--- config.mk ---
export PLATFORM = sky130hd
export DESIGN_NAME = differential_drive_odometry
export DESIGN_NICKNAME = d
export VERILOG_FILES = /design/src/hdl/ddo_pkg.sv /design/src/hdl/differential_drive_odometry.sv /design/src/hdl/ddo_cordic.sv
export SDC_FILE = /design/constraint.sdc
export NUM_CORES = 2
export LEC_CHECK = 0
export BUFFER_PORTS_ARGS = -buffer_cell sky130_fd_sc_hd__clkbuf_2
export CORE_ASPECT_RATIO = 2
export CORE_MARGIN = 4
export CORE_UTILIZATION = 70
export CTS_CLUSTER_DIAMETER = 50
export DETAILED_ROUTE_END_ITERATION = 7
export GPL_TIMING_DRIVEN = 0
export PLACE_DENSITY_LB_ADDON = 0.1
export SETUP_SLACK_MARGIN = 0.5
export SKIP_CTS_REPAIR_TIMING = 1
export SYNTH_ARGS = -nofsm -noshare
export SYNTH_HDL_FRONTEND = slang
export SYNTH_SLANG_ARGS = --single-unit
--- constraint.sdc ---
create_clock -name clk_i -period 28.1 [get_ports clk_i]
set_clock_uncertainty 0.1 [all_clocks]
set_input_delay 7.025 -clock clk_i [delete_from_list [all_inputs] [get_ports clk_i]]
set_output_delay 7.025 -clock clk_i [all_outputs]
set_load 0.02 [all_outputs]
--- src/hdl/ddo_pkg.sv ---
// ----------------------------------------------------------------------------
// ddo_pkg
// Types and constants shared by the odometry block.
// ----------------------------------------------------------------------------
`timescale 1ns / 1ps
package ddo_pkg;

  localparam int unsigned AtanEntries = 30;
  localparam int unsigned PositionWidth = 48;
  localparam logic signed [33:0] TwoPiQ   = 34'sd1686629713;
  localparam logic signed [33:0] PiQ      = 34'sd843314856;
  localparam logic signed [33:0] HalfPiQ  = 34'sd421657428;
  localparam logic signed [33:0] CordicGainQ = 34'sd652032874;

  // register indexes
  localparam logic [1:0] RegLeftGain  = 2'd0;
  localparam logic [1:0] RegRightGain = 2'd1;
  localparam logic [1:0] RegInvBase   = 2'd2;
  localparam logic [1:0] RegTickLimit = 2'd3;

  typedef struct packed {
    logic [15:0] left_count;
    logic [15:0] right_count;
  } in_item_t;

  // pose item, fields in output order
  typedef struct packed {
    logic signed [PositionWidth-1:0] x_position;
    logic signed [PositionWidth-1:0] y_position;
    logic signed [31:0]              heading;
    logic signed [31:0]              heading_change;
    logic                            ticks_implausible;
  } out_item_t;

  typedef enum logic [3:0] {
    ST_IDLE, ST_DELTA, ST_SCALE_L, ST_SCALE_R, ST_DIST, ST_TURN, ST_HEAD,
    ST_WRAP, ST_FOLD, ST_CORDIC, ST_MUL_C, ST_MUL_S, ST_ACC, ST_OUT
  } state_e;

  // atan(2^-i) in Q5.28
  function automatic logic signed [33:0] atan_lut(input logic [4:0] i);
    logic signed [33:0] r;
    begin
      case (i)
        5'd0: r = 34'sd210828714;  5'd1: r = 34'sd124459457;
        5'd2: r = 34'sd65760959;   5'd3: r = 34'sd33381290;
        5'd4: r = 34'sd16755422;   5'd5: r = 34'sd8385879;
        5'd6: r = 34'sd4193963;    5'd7: r = 34'sd2097109;
        5'd8: r = 34'sd1048571;    5'd9: r = 34'sd524287;
        5'd10: r = 34'sd262144;    5'd11: r = 34'sd131072;
        5'd12: r = 34'sd65536;     5'd13: r = 34'sd32768;
        5'd14: r = 34'sd16384;     5'd15: r = 34'sd8192;
        5'd16: r = 34'sd4096;      5'd17: r = 34'sd2048;
        5'd18: r = 34'sd1024;      5'd19: r = 34'sd512;
        5'd20: r = 34'sd256;       5'd21: r = 34'sd128;
        5'd22: r = 34'sd64;        5'd23: r = 34'sd32;
        5'd24: r = 34'sd16;        5'd25: r = 34'sd8;
        5'd26: r = 34'sd4;         5'd27: r = 34'sd2;
        5'd28: r = 34'sd1;         5'd29: r = 34'sd1;
        default: r = 34'sd0;
      endcase
      return r;
    end
  endfunction

endpackage

--- src/hdl/differential_drive_odometry.sv ---
// ----------------------------------------------------------------------------
// differential_drive_odometry
// Dead-reckoning odometry from wheel encoder counts, with an iterative
// CORDIC and a shared multiplier under one sequencer.
// ----------------------------------------------------------------------------
// Channel | Signals                      | Direction
// in      | in_valid_i in_ready_o in_i   | encoder counts in
// out     | out_valid_o out_ready_i out_o| pose item out
// cfg     | psel penable pwrite paddr .. | APB register port
// An item taken passes through the delta, scale, distance, turn, heading, wrap,
// fold, CORDIC, two projection products, accumulate and output steps; each of
// the five products takes two passes on the shared 21x34 multiplier.
// A new item is taken only after the previous result has been taken.
// in_ready_o is high only when idle and no result waits.
// Reset clears pose state and loads the register defaults.
// A stalled output holds the sequencer until the item is taken.
`timescale 1ns / 1ps
module differential_drive_odometry #(
  parameter int unsigned CORDIC_STEPS   = 24
) (
  input  logic               clk_i,
  input  logic               rst_ni,
  input  logic               in_valid_i,
  output logic               in_ready_o,
  input  ddo_pkg::in_item_t  in_i,
  output logic               out_valid_o,
  input  logic               out_ready_i,
  output ddo_pkg::out_item_t out_o,
  input  logic               psel,
  input  logic               penable,
  input  logic               pwrite,
  input  logic [3:0]         paddr,
  input  logic [31:0]        pwdata,
  output logic [31:0]        prdata,
  output logic               pready
);
  import ddo_pkg::*;

  localparam int unsigned PW = PositionWidth;

  // configuration registers
  logic [23:0] lgain_q, rgain_q, invb_q;
  logic [14:0] tlim_q;
  logic wr;
  assign pready = 1'b1;
  assign wr = psel & penable & pwrite;

  always_ff @(posedge clk_i or negedge rst_ni) begin
    if (!rst_ni) begin
      lgain_q <= 24'd294337; rgain_q <= 24'd294337;
      invb_q <= 24'd1677722; tlim_q <= 15'd1000;
    end else if (wr && paddr[1:0] == 2'b00) begin
      unique case (paddr[3:2])
        RegLeftGain:  lgain_q <= pwdata[23:0];
        RegRightGain: rgain_q <= pwdata[23:0];
        RegInvBase:   invb_q  <= pwdata[23:0];
        RegTickLimit: tlim_q  <= pwdata[14:0];
        default: ;
      endcase
    end
  end

  always_comb begin
    unique case (paddr[3:2])
      RegLeftGain:  prdata = {8'd0, lgain_q};
      RegRightGain: prdata = {8'd0, rgain_q};
      RegInvBase:   prdata = {8'd0, invb_q};
      RegTickLimit: prdata = {17'd0, tlim_q};
      default:      prdata = '0;
    endcase
  end

  // pose state and working registers
  state_e st_q, st_d;
  logic first_q;
  logic [15:0] lastl_q, lastr_q;
  logic signed [31:0] head_q;
  logic signed [PW-1:0] x_q, y_q;
  logic signed [16:0] lt_q, rt_q;
  logic signed [41:0] li_q, ri_q, dist_q;
  logic signed [33:0] ang_q, cos_q, sin_q;
  logic neg_q, flag_q;
  logic signed [31:0] chg_q;
  logic signed [PW+1:0] dy_q, dx_q;
  logic ovalid_q;

  // shared multiplier: magnitude 42 x 34 in two 21 x 34 passes, low half
  // first, then a truncating shift toward zero
  logic signed [41:0] ma;
  logic signed [33:0] mb;
  logic [5:0] msh;
  logic mul_on;
  logic mph_q;
  logic [20:0] mpart;
  logic [54:0] mp, plo_q;
  logic [41:0] ua;
  logic [33:0] ub;
  logic [75:0] up;
  logic [75:0] us;
  logic signed [76:0] mres;
  assign ua = ma[41] ? 42'(-ma) : 42'(ma);
  assign ub = mb[33] ? 34'(-mb) : 34'(mb);
  assign mpart = mph_q ? ua[41:21] : ua[20:0];
  assign mp = mpart * ub;
  assign up = {mp, 21'd0} + {21'd0, plo_q};
  assign us = up >> msh;
  assign mres = (ma[41] ^ mb[33]) ? -$signed({1'b0, us}) : $signed({1'b0, us});

  always_comb begin
    ma = '0; mb = '0; msh = '0; mul_on = 1'b0;
    case (st_q)
      ST_SCALE_L: begin
        ma = 42'(lt_q); mb = $signed({10'd0, lgain_q}); mul_on = 1'b1;
      end
      ST_SCALE_R: begin
        ma = 42'(rt_q); mb = $signed({10'd0, rgain_q}); mul_on = 1'b1;
      end
      ST_TURN: begin
        ma = li_q - ri_q; mb = $signed({10'd0, invb_q}); msh = 6'd20; mul_on = 1'b1;
      end
      ST_MUL_C: begin ma = dist_q; mb = cos_q; msh = 6'd38; mul_on = 1'b1; end
      ST_MUL_S: begin ma = dist_q; mb = sin_q; msh = 6'd38; mul_on = 1'b1; end
      default: ;
    endcase
  end

  // heading wrap and quadrant fold
  logic signed [76:0] mhsat;
  logic signed [33:0] hsum, hw1, hw2, afold;
  assign hw1 = (ang_q >= TwoPiQ) ? ang_q - TwoPiQ :
               (ang_q <= -TwoPiQ) ? ang_q + TwoPiQ : ang_q;
  assign hw2 = (hw1 > PiQ) ? hw1 - TwoPiQ : (hw1 < -PiQ) ? hw1 + TwoPiQ : hw1;
  assign afold = (ang_q > HalfPiQ) ? ang_q - PiQ :
                 (ang_q < -HalfPiQ) ? ang_q + PiQ : ang_q;

  // CORDIC
  logic cstart, cdone;
  logic signed [33:0] ccos, csin;
  ddo_cordic #(.CORDIC_STEPS(CORDIC_STEPS)) u_cordic (
    .clk_i, .rst_ni, .start_i(cstart), .angle_i(afold),
    .done_o(cdone), .cos_o(ccos), .sin_o(csin));

  // next state
  always_comb begin
    st_d = st_q;
    unique case (st_q)
      ST_IDLE:    if (in_valid_i && in_ready_o) st_d = ST_DELTA;
      ST_DELTA:   st_d = ST_SCALE_L;
      ST_SCALE_L: if (mph_q) st_d = ST_SCALE_R;
      ST_SCALE_R: if (mph_q) st_d = ST_DIST;
      ST_DIST:    st_d = ST_TURN;
      ST_TURN:    if (mph_q) st_d = ST_HEAD;
      ST_HEAD:    st_d = ST_WRAP;
      ST_WRAP:    st_d = ST_FOLD;
      ST_FOLD:    st_d = ST_CORDIC;
      ST_CORDIC:  if (cdone) st_d = ST_MUL_C;
      ST_MUL_C:   if (mph_q) st_d = ST_MUL_S;
      ST_MUL_S:   if (mph_q) st_d = ST_ACC;
      ST_ACC:     st_d = ST_OUT;
      ST_OUT:     if (!ovalid_q) st_d = ST_IDLE;
      default:    st_d = ST_IDLE;
    endcase
  end

  // outputs of the sequencer
  always_comb begin
    in_ready_o = (st_q == ST_IDLE) && !ovalid_q;
    cstart = (st_q == ST_FOLD);
  end

  logic signed [PW+1:0] ny, nx;
  logic signed [PW+1:0] pmax, pmin;
  assign pmax = (PW+2)'((PW+2)'(1) <<< (PW-1)) - (PW+2)'(1);
  assign pmin = -pmax - (PW+2)'(1);
  assign mhsat = mres;
  assign hsum = 34'(head_q) + 34'(chg_q);
  assign ny = (PW+2)'(y_q) + dy_q;
  assign nx = (PW+2)'(x_q) + dx_q;

  always_ff @(posedge clk_i or negedge rst_ni) begin
    if (!rst_ni) begin
      st_q <= ST_IDLE; first_q <= 1'b1; lastl_q <= '0; lastr_q <= '0;
      head_q <= '0; x_q <= '0; y_q <= '0; ovalid_q <= 1'b0; mph_q <= 1'b0;
    end else begin
      st_q <= st_d;
      mph_q <= mul_on & ~mph_q;
      if (mul_on && !mph_q) plo_q <= mp;
      if (ovalid_q && out_ready_i) ovalid_q <= 1'b0;
      case (st_q)
        ST_IDLE: if (in_valid_i && in_ready_o) begin
          if (first_q) begin
            lastl_q <= in_i.left_count; lastr_q <= in_i.right_count;
            first_q <= 1'b0;
          end
          ang_q <= {18'd0, in_i.left_count}; cos_q <= {18'd0, in_i.right_count};
        end
        ST_DELTA: begin
          lt_q <= 17'($signed(16'(ang_q[15:0] - lastl_q)));
          rt_q <= 17'($signed(16'(cos_q[15:0] - lastr_q)));
          lastl_q <= ang_q[15:0]; lastr_q <= cos_q[15:0];
        end
        ST_SCALE_L: begin
          if (mph_q) li_q <= 42'(mres);
          flag_q <= (lt_q > $signed({2'd0, tlim_q})) || (rt_q > $signed({2'd0, tlim_q}));
        end
        ST_SCALE_R: if (mph_q) ri_q <= 42'(mres);
        ST_DIST: dist_q <= (li_q + ri_q) >>> 1;
        ST_TURN: if (mph_q) begin
          if (mhsat > 77'sd2147483647) chg_q <= 32'sh7FFFFFFF;
          else if (mhsat < -77'sd2147483648) chg_q <= 32'sh80000000;
          else chg_q <= 32'(mhsat);
        end
        ST_HEAD: begin
          // wrap toward zero: |sum| < 2^32 so at most two subtractions
          if (hsum >= TwoPiQ) ang_q <= hsum - TwoPiQ;
          else if (hsum <= -TwoPiQ) ang_q <= hsum + TwoPiQ;
          else ang_q <= hsum;
        end
        ST_WRAP: begin
          head_q <= 32'(hw1);
          ang_q <= hw2;
        end
        ST_FOLD: begin
          neg_q <= 1'b0;
          if (ang_q > HalfPiQ) begin ang_q <= ang_q - PiQ; neg_q <= 1'b1; end
          else if (ang_q < -HalfPiQ) begin ang_q <= ang_q + PiQ; neg_q <= 1'b1; end
        end
        ST_CORDIC: if (cdone) begin
          cos_q <= neg_q ? -ccos : ccos;
          sin_q <= neg_q ? -csin : csin;
        end
        ST_MUL_C: if (mph_q) dy_q <= (PW+2)'(mres);
        ST_MUL_S: if (mph_q) dx_q <= (PW+2)'(mres);
        ST_ACC: begin
          y_q <= (ny > pmax) ? PW'(pmax) : (ny < pmin) ? PW'(pmin) : PW'(ny);
          x_q <= (nx > pmax) ? PW'(pmax) : (nx < pmin) ? PW'(pmin) : PW'(nx);
          ovalid_q <= 1'b1;
        end
        default: ;
      endcase
    end
  end

  assign out_valid_o = ovalid_q;
  assign out_o = '{x_position: x_q, y_position: y_q, heading: head_q,
                   heading_change: chg_q, ticks_implausible: flag_q};
endmodule

--- src/hdl/ddo_cordic.sv ---
// ----------------------------------------------------------------------------
// ddo_cordic
// Iterative rotation-mode CORDIC, one micro-rotation per cycle.
// ----------------------------------------------------------------------------
`timescale 1ns / 1ps
module ddo_cordic #(
  parameter int unsigned CORDIC_STEPS = 24
) (
  input  logic               clk_i,
  input  logic               rst_ni,
  input  logic               start_i,
  input  logic signed [33:0] angle_i,
  output logic               done_o,
  output logic signed [33:0] cos_o,
  output logic signed [33:0] sin_o
);
  import ddo_pkg::*;

  localparam int unsigned Steps = (CORDIC_STEPS < AtanEntries) ? CORDIC_STEPS : AtanEntries;

  logic signed [33:0] x_q, x_d, y_q, y_d, z_q, z_d;
  logic [4:0] i_q, i_d;
  logic busy_q, busy_d, done_q, done_d;
  logic signed [33:0] xs, ys;

  assign xs = x_q >>> i_q;
  assign ys = y_q >>> i_q;

  // one rotation step
  always_comb begin
    x_d = x_q; y_d = y_q; z_d = z_q; i_d = i_q;
    busy_d = busy_q; done_d = 1'b0;
    if (start_i) begin
      x_d = CordicGainQ; y_d = '0; z_d = angle_i; i_d = '0; busy_d = 1'b1;
    end else if (busy_q) begin
      if (!z_q[33]) begin
        x_d = x_q - ys; y_d = y_q + xs; z_d = z_q - atan_lut(i_q);
      end else begin
        x_d = x_q + ys; y_d = y_q - xs; z_d = z_q + atan_lut(i_q);
      end
      i_d = i_q + 5'd1;
      if (i_q == 5'(Steps - 1)) begin
        busy_d = 1'b0; done_d = 1'b1;
      end
    end
  end

  always_ff @(posedge clk_i or negedge rst_ni) begin
    if (!rst_ni) begin
      busy_q <= 1'b0; done_q <= 1'b0; i_q <= '0;
    end else begin
      busy_q <= busy_d; done_q <= done_d; i_q <= i_d;
    end
  end

  always_ff @(posedge clk_i) begin
    x_q <= x_d; y_q <= y_d; z_q <= z_d;
  end

  assign done_o = done_q;
  assign cos_o  = x_q;
  assign sin_o  = y_q;
endmodule

==> results.py, run 1 <==
metrics = {
    "status": {
        "outcome": "aborted with a tool error",
        "haltStage": "global routing (5_1_grt)",
        "error": "[ERROR GRT-0116] Global routing finished with congestion. Check the congestion regions in the DRC Viewer.",
    },
    "placed_design": {
        "post-dp-hpwl_um": 311100,
        "routabilityCongestion": 1.254,
        "port_buffers": 251,
    },
    "floorplanning": {
        "die-height_um": 520.9,
        "die_w_um": 264.5,
        "fp-row-count": 188,
        "initial_utilization_pct": 70.28,
        "ios": 271,
    },
    "synthesis": {
        "synth_top_area_cell": "edfxtp_1",
        "synthesis.area_sq_um": 92080,
        "yosysUniqueCellTypes": 121,
        "syn_avg_cell_area_sq_um": 8.733,
        "yosys.area.top_type_share_pct": 15.72,
        "synth-edff-count": 482,
        "ys_seq_area_share_pct": 24.34,
        "ys_ff_latch": 811,
        "synthFlopType": "edfxtp_1",
        "synth_cells": 10544,
        "synth_area_leaders": "edfxtp_1 (16%), fa_1 (13%), ha_1 (8.2%), dfrtp_1 (6.1%), nand2_1 (5.3%)",
        "yosysWarnings": 0,
        "synth-async-reset-ratio_pct": 32.18,
    },
    "global_route": {
        "track_usage_pct": 60.48,
        "grt_max_degree": 115,
        "overflow": 2,
        "grt_pass1_vias": 99916,
        "grt_pass1_wl_um": 620000,
    },
    "clock_tree": {
        "cts_htree_levels": 3,
        "cts-buffers-inserted": 85,
        "cts_root_buffer": "clkbuf_16",
        "clock-sinks": 811,
        "clock_path_buffers": 3,
    },
}
## per-layer routing
| layer | overflow | global-route usage [%] |
|---|---|---|
| met1 | 0 | 56.26 |
| met2 | 0 | 89.03 |
| met3 | 0 | 30.34 |
| met4 | 2 | 68.94 |
| met5 | 0 | 3.580 |
## logic make-up after synthesis
group,synth area share [%]
buffers and inverters,6.268
flip-flops,24.34
AO/OA/AOI/OAI,17.81
multiplexers,4.910
other,0.008156
AND/OR/NAND/NOR,17.32
XOR/XNOR,7.775
adder cells (fa/ha/maj),21.56
## through the flow
step / instances / worst slack (ps) / hold slack (ps) / area, sq um / utilization, %
floorplan: 10551 / 11730 / 352.4 / 92100 / -
global placement: 12512 / 3863 / 381.8 / 95500 / 72.89
detailed placement: 12543 / 4123 / 399.7 / 95990 / 73.26
CTS: 12702 / 4063 / 415.0 / 99130 / 75.66
## Yosys cell counts (119+ instances only)
master       n
and2_1     172
a21o_1     196
dfrtp_1    223
edfxtp_1   482
nand2_1   1288
nand3_1    160
ha_1       601
mux2i_1    176
a31oi_1    119
o21ai_0    513
inv_1      907
xor2_1     309
nor2_1     877
nor3_1     188
clkbuf_1   447
a21oi_1    630
fa_1       616
xnor2_1    501
==> run 2: changes to the inputs <==
--- a/config.mk
+++ b/config.mk
@@ -6,14 +6,11 @@
 export NUM_CORES = 2
 export LEC_CHECK = 0
 export BUFFER_PORTS_ARGS = -buffer_cell sky130_fd_sc_hd__clkbuf_2
-export CORE_ASPECT_RATIO = 2
 export CORE_MARGIN = 4
-export CORE_UTILIZATION = 70
-export CTS_CLUSTER_DIAMETER = 50
+export CORE_UTILIZATION = 40
 export DETAILED_ROUTE_END_ITERATION = 7
 export GPL_TIMING_DRIVEN = 0
-export PLACE_DENSITY_LB_ADDON = 0.1
-export SETUP_SLACK_MARGIN = 0.5
+export PLACE_DENSITY_LB_ADDON = 0.15
 export SKIP_CTS_REPAIR_TIMING = 1
 export SYNTH_ARGS = -nofsm -noshare
 export SYNTH_HDL_FRONTEND = slang
==> run 2 against run 1 <==
The flow now finishes, with violations (capacitance limit); synthesized cell count is the same; area after synthesis is the same.
==> results.py, run 2 <==
metrics = {
    "cells_and_area": {
        "largest-register": "plo_q",
        "fin_nets": 12233,
        "layout_commonest_cell": "nand2_1",
        "utilization_pct": 44.42,
        "layout_common_cells": "nand2_1 (1,287), inv_1 (907), nor2_1 (876)",
        "drive_above_1_share_pct": 8.575,
        "largest_register_ff_count": 55,
        "fillers": 22731,
        "area_growth_pct": 10.07,
        "reg.largest.list": "plo_q x55, dx_q x50, dy_q x50",
        "postLayoutCellArea_sq_um": 101300,
    },
    "placed_design": {
        "post-dp-hpwl_um": 315200,
        "placed_cell_area_sq_um": 97740,
        "routabilityCongestion": 1.026,
        "port_buffers": 251,
        "post-place-ws_ps": 3879,
    },
    "worst_setup_path": {
        "rrSetupSlack_ps": 2960,
        "critPathKind": "reg -> reg",
        "crit_top_cell": "clkbuf_1",
        "reg2reg_from": "st_q[3]",
        "r2r-end": "chg_q[19]",
        "cp-end-kind": "flip-flop",
        "worstPathRequired_ps": 28510,
        "cp_slowest_cell": "a21oi_1",
        "crit_end": "chg_q[19]",
        "path_max_fanout": 10,
        "start_kind": "flip-flop",
        "rr_worst_depth": 60,
        "cp_data_arrival_time_ps": 25550,
        "critPathMaxStageDelay_ps": 1020,
        "setup.worst_path.start": "st_q[3]",
    },
    "synthesis": {
        "yosysWarnings": 0,
        "syn_avg_cell_area_sq_um": 8.733,
        "synthesis.area_sq_um": 92080,
        "ys_ff_latch": 811,
        "yosysUniqueCellTypes": 121,
        "synth_common_cells": "nand2_1 (1,288), inv_1 (907), nor2_1 (877), a21oi_1 (630), fa_1 (616)",
        "synth_top_area_cell": "edfxtp_1",
        "synthFlopType": "edfxtp_1",
        "synth-edff-count": 482,
        "synth_area_leaders": "edfxtp_1 (16%), fa_1 (13%), ha_1 (8.2%), dfrtp_1 (6.1%), nand2_1 (5.3%)",
        "synth-async-reset-ratio_pct": 32.18,
        "synth_cells": 10544,
        "yosys.area.top_type_share_pct": 15.72,
        "synth_most_common_cell": "nand2_1",
        "ys_seq_area_share_pct": 24.34,
    },
    "routing": {
        "final_antenna_net_count": 0,
        "drt_wl_total_um": 387400,
        "routed-wl-met2_um": 172900,
        "met3_length_um": 31470,
        "highest-signal-layer": "met5",
        "drt-initial-drc-count": 8242,
        "drc_errors": 0,
        "wl_met1_um": 161200,
        "via_per_inst": 5.975,
        "num_vias": 83989,
        "wl_per_cell_um": 27.56,
        "drt_pass1_iterations": 7,
    },
    "sta": {
        "max-slew-margin-rel_pct": 0.9898,
        "final_max_slew_viol_count": 0,
        "finalHoldViolCount": 0,
        "fmax_mhz": 39.77,
        "finalSetupTns_ps": 0,
        "setup_slack_ps": 2956,
        "rsz0062_at_grt": "no",
        "setup_violations": 0,
        "min_period_ps": 25140,
        "tightestPinTransition_ps": 1480,
        "fin_crit_sh_pct": 89.48,
    },
    "global_route": {
        "grt_max_degree": 108,
        "grt_pass1_vias": 82666,
        "track_usage_pct": 31.75,
        "grt_pass1_wl_um": 561600,
        "overflow": 0,
        "antenna_found_initial": 31,
    },
    "status": {
        "violations": "capacitance limit",
        "outcome": "finished, violations left",
    },
    "floorplanning": {
        "coreArea_sq_um": 228200,
        "dieArea_sq_um": 237900,
        "die-height_um": 487.8,
        "die_w_um": 487.8,
        "initial_utilization_pct": 40.36,
        "ios": 271,
        "fp-row-count": 175,
    },
    "clock_tree": {
        "cts_htree_levels": 3,
        "path_clk_slew_ps": 70,
        "clock_path_buffers": 3,
        "clock-sinks": 811,
        "cts-buffers-inserted": 103,
        "clock_latency_ps": 820,
        "cts_tree": "done",
        "cts_root_buffer": "clkbuf_16",
    },
    "job": {
        "maxCapViolCount": 1,
    },
    "worst_hold_path": {
        "holdCritPathClass": "reg -> reg",
    },
}
run 2: cell counts after synthesis:
No cell type changed its count.
run 2: layout make-up:
type                    count  area (sq um)  area share (%)
multi-input cells        8243         64080           63.22
well taps                3009          3765           3.715
flip-flops and latches    811         22410           22.12
plain buffers             579          2327           2.296
diodes                     15         37.54         0.03704
clock inverters            73         800.8          0.7901
repair buffers            285          1747           1.723
clock buffers             123          2734           2.698
inverters                 918          3446           3.400
run 2: critical path: cells and delay by family (launching register included):
| kind | cells | cell delay (ps) |
|---|---|---|
| simple gates | 17 | 4260 |
| fa+ha+maj | 9 | 4320 |
| buf+inv | 17 | 8830 |
| compound gates | 14 | 5500 |
| xor+xnor | 3 | 1350 |
| flops | 1 | 360 |
run 2: worst min-delay path by stage:
stage	endpoint	startpoint	cells after the start	slack, ps
detailed placement	first_q	first_q	1	380
global route	first_q	first_q	1	410
finish	first_q	first_q	1	390
global placement	first_q	first_q	1	380
CTS	first_q	first_q	1	400
floorplan	sin_q[0]	u_cordic.sin_o[0]	0	350
run 2: through the flow:
| step | hold WS (ps) | cells |
|---|---|---|
| 2_1_floorplan | 352.4 | 10551 |
| 3_3_place_gp | 381.4 | 13811 |
| 3_5_place_dp | 383.6 | 13844 |
| 4_1_cts | 395.8 | 14040 |
| 5_1_grt | 405.4 | 14048 |
| 6_report | 394.3 | 14056 |
run 2: logic make-up (layout without fill, tap and decap cells):
kind of cell	Yosys count	in the layout	synth area share, %
simple gates	3417	3417	17.32
compound gates	2437	2437	17.81
buf+inv	1497	1978	6.268
fa+ha+maj	1217	1217	21.56
xor+xnor	814	814	7.775
flops	811	811	24.34
mux	349	349	4.910
other cells	2	24	0.008156
run 2: routing by layer:
layer | vias to the layer above | GRT usage [%]
met2 | 3786 | 49.85
met4 | 8 | 15.27
met3 | 794 | 5.763
met1 | 41784 | 42.29
met5 | - | 0
li1 | 37617 | -
Power of run 2 is left out: the tool's default activity adds up to more than one toggle a clock period on the data nets, which glitch-free logic cannot reach.
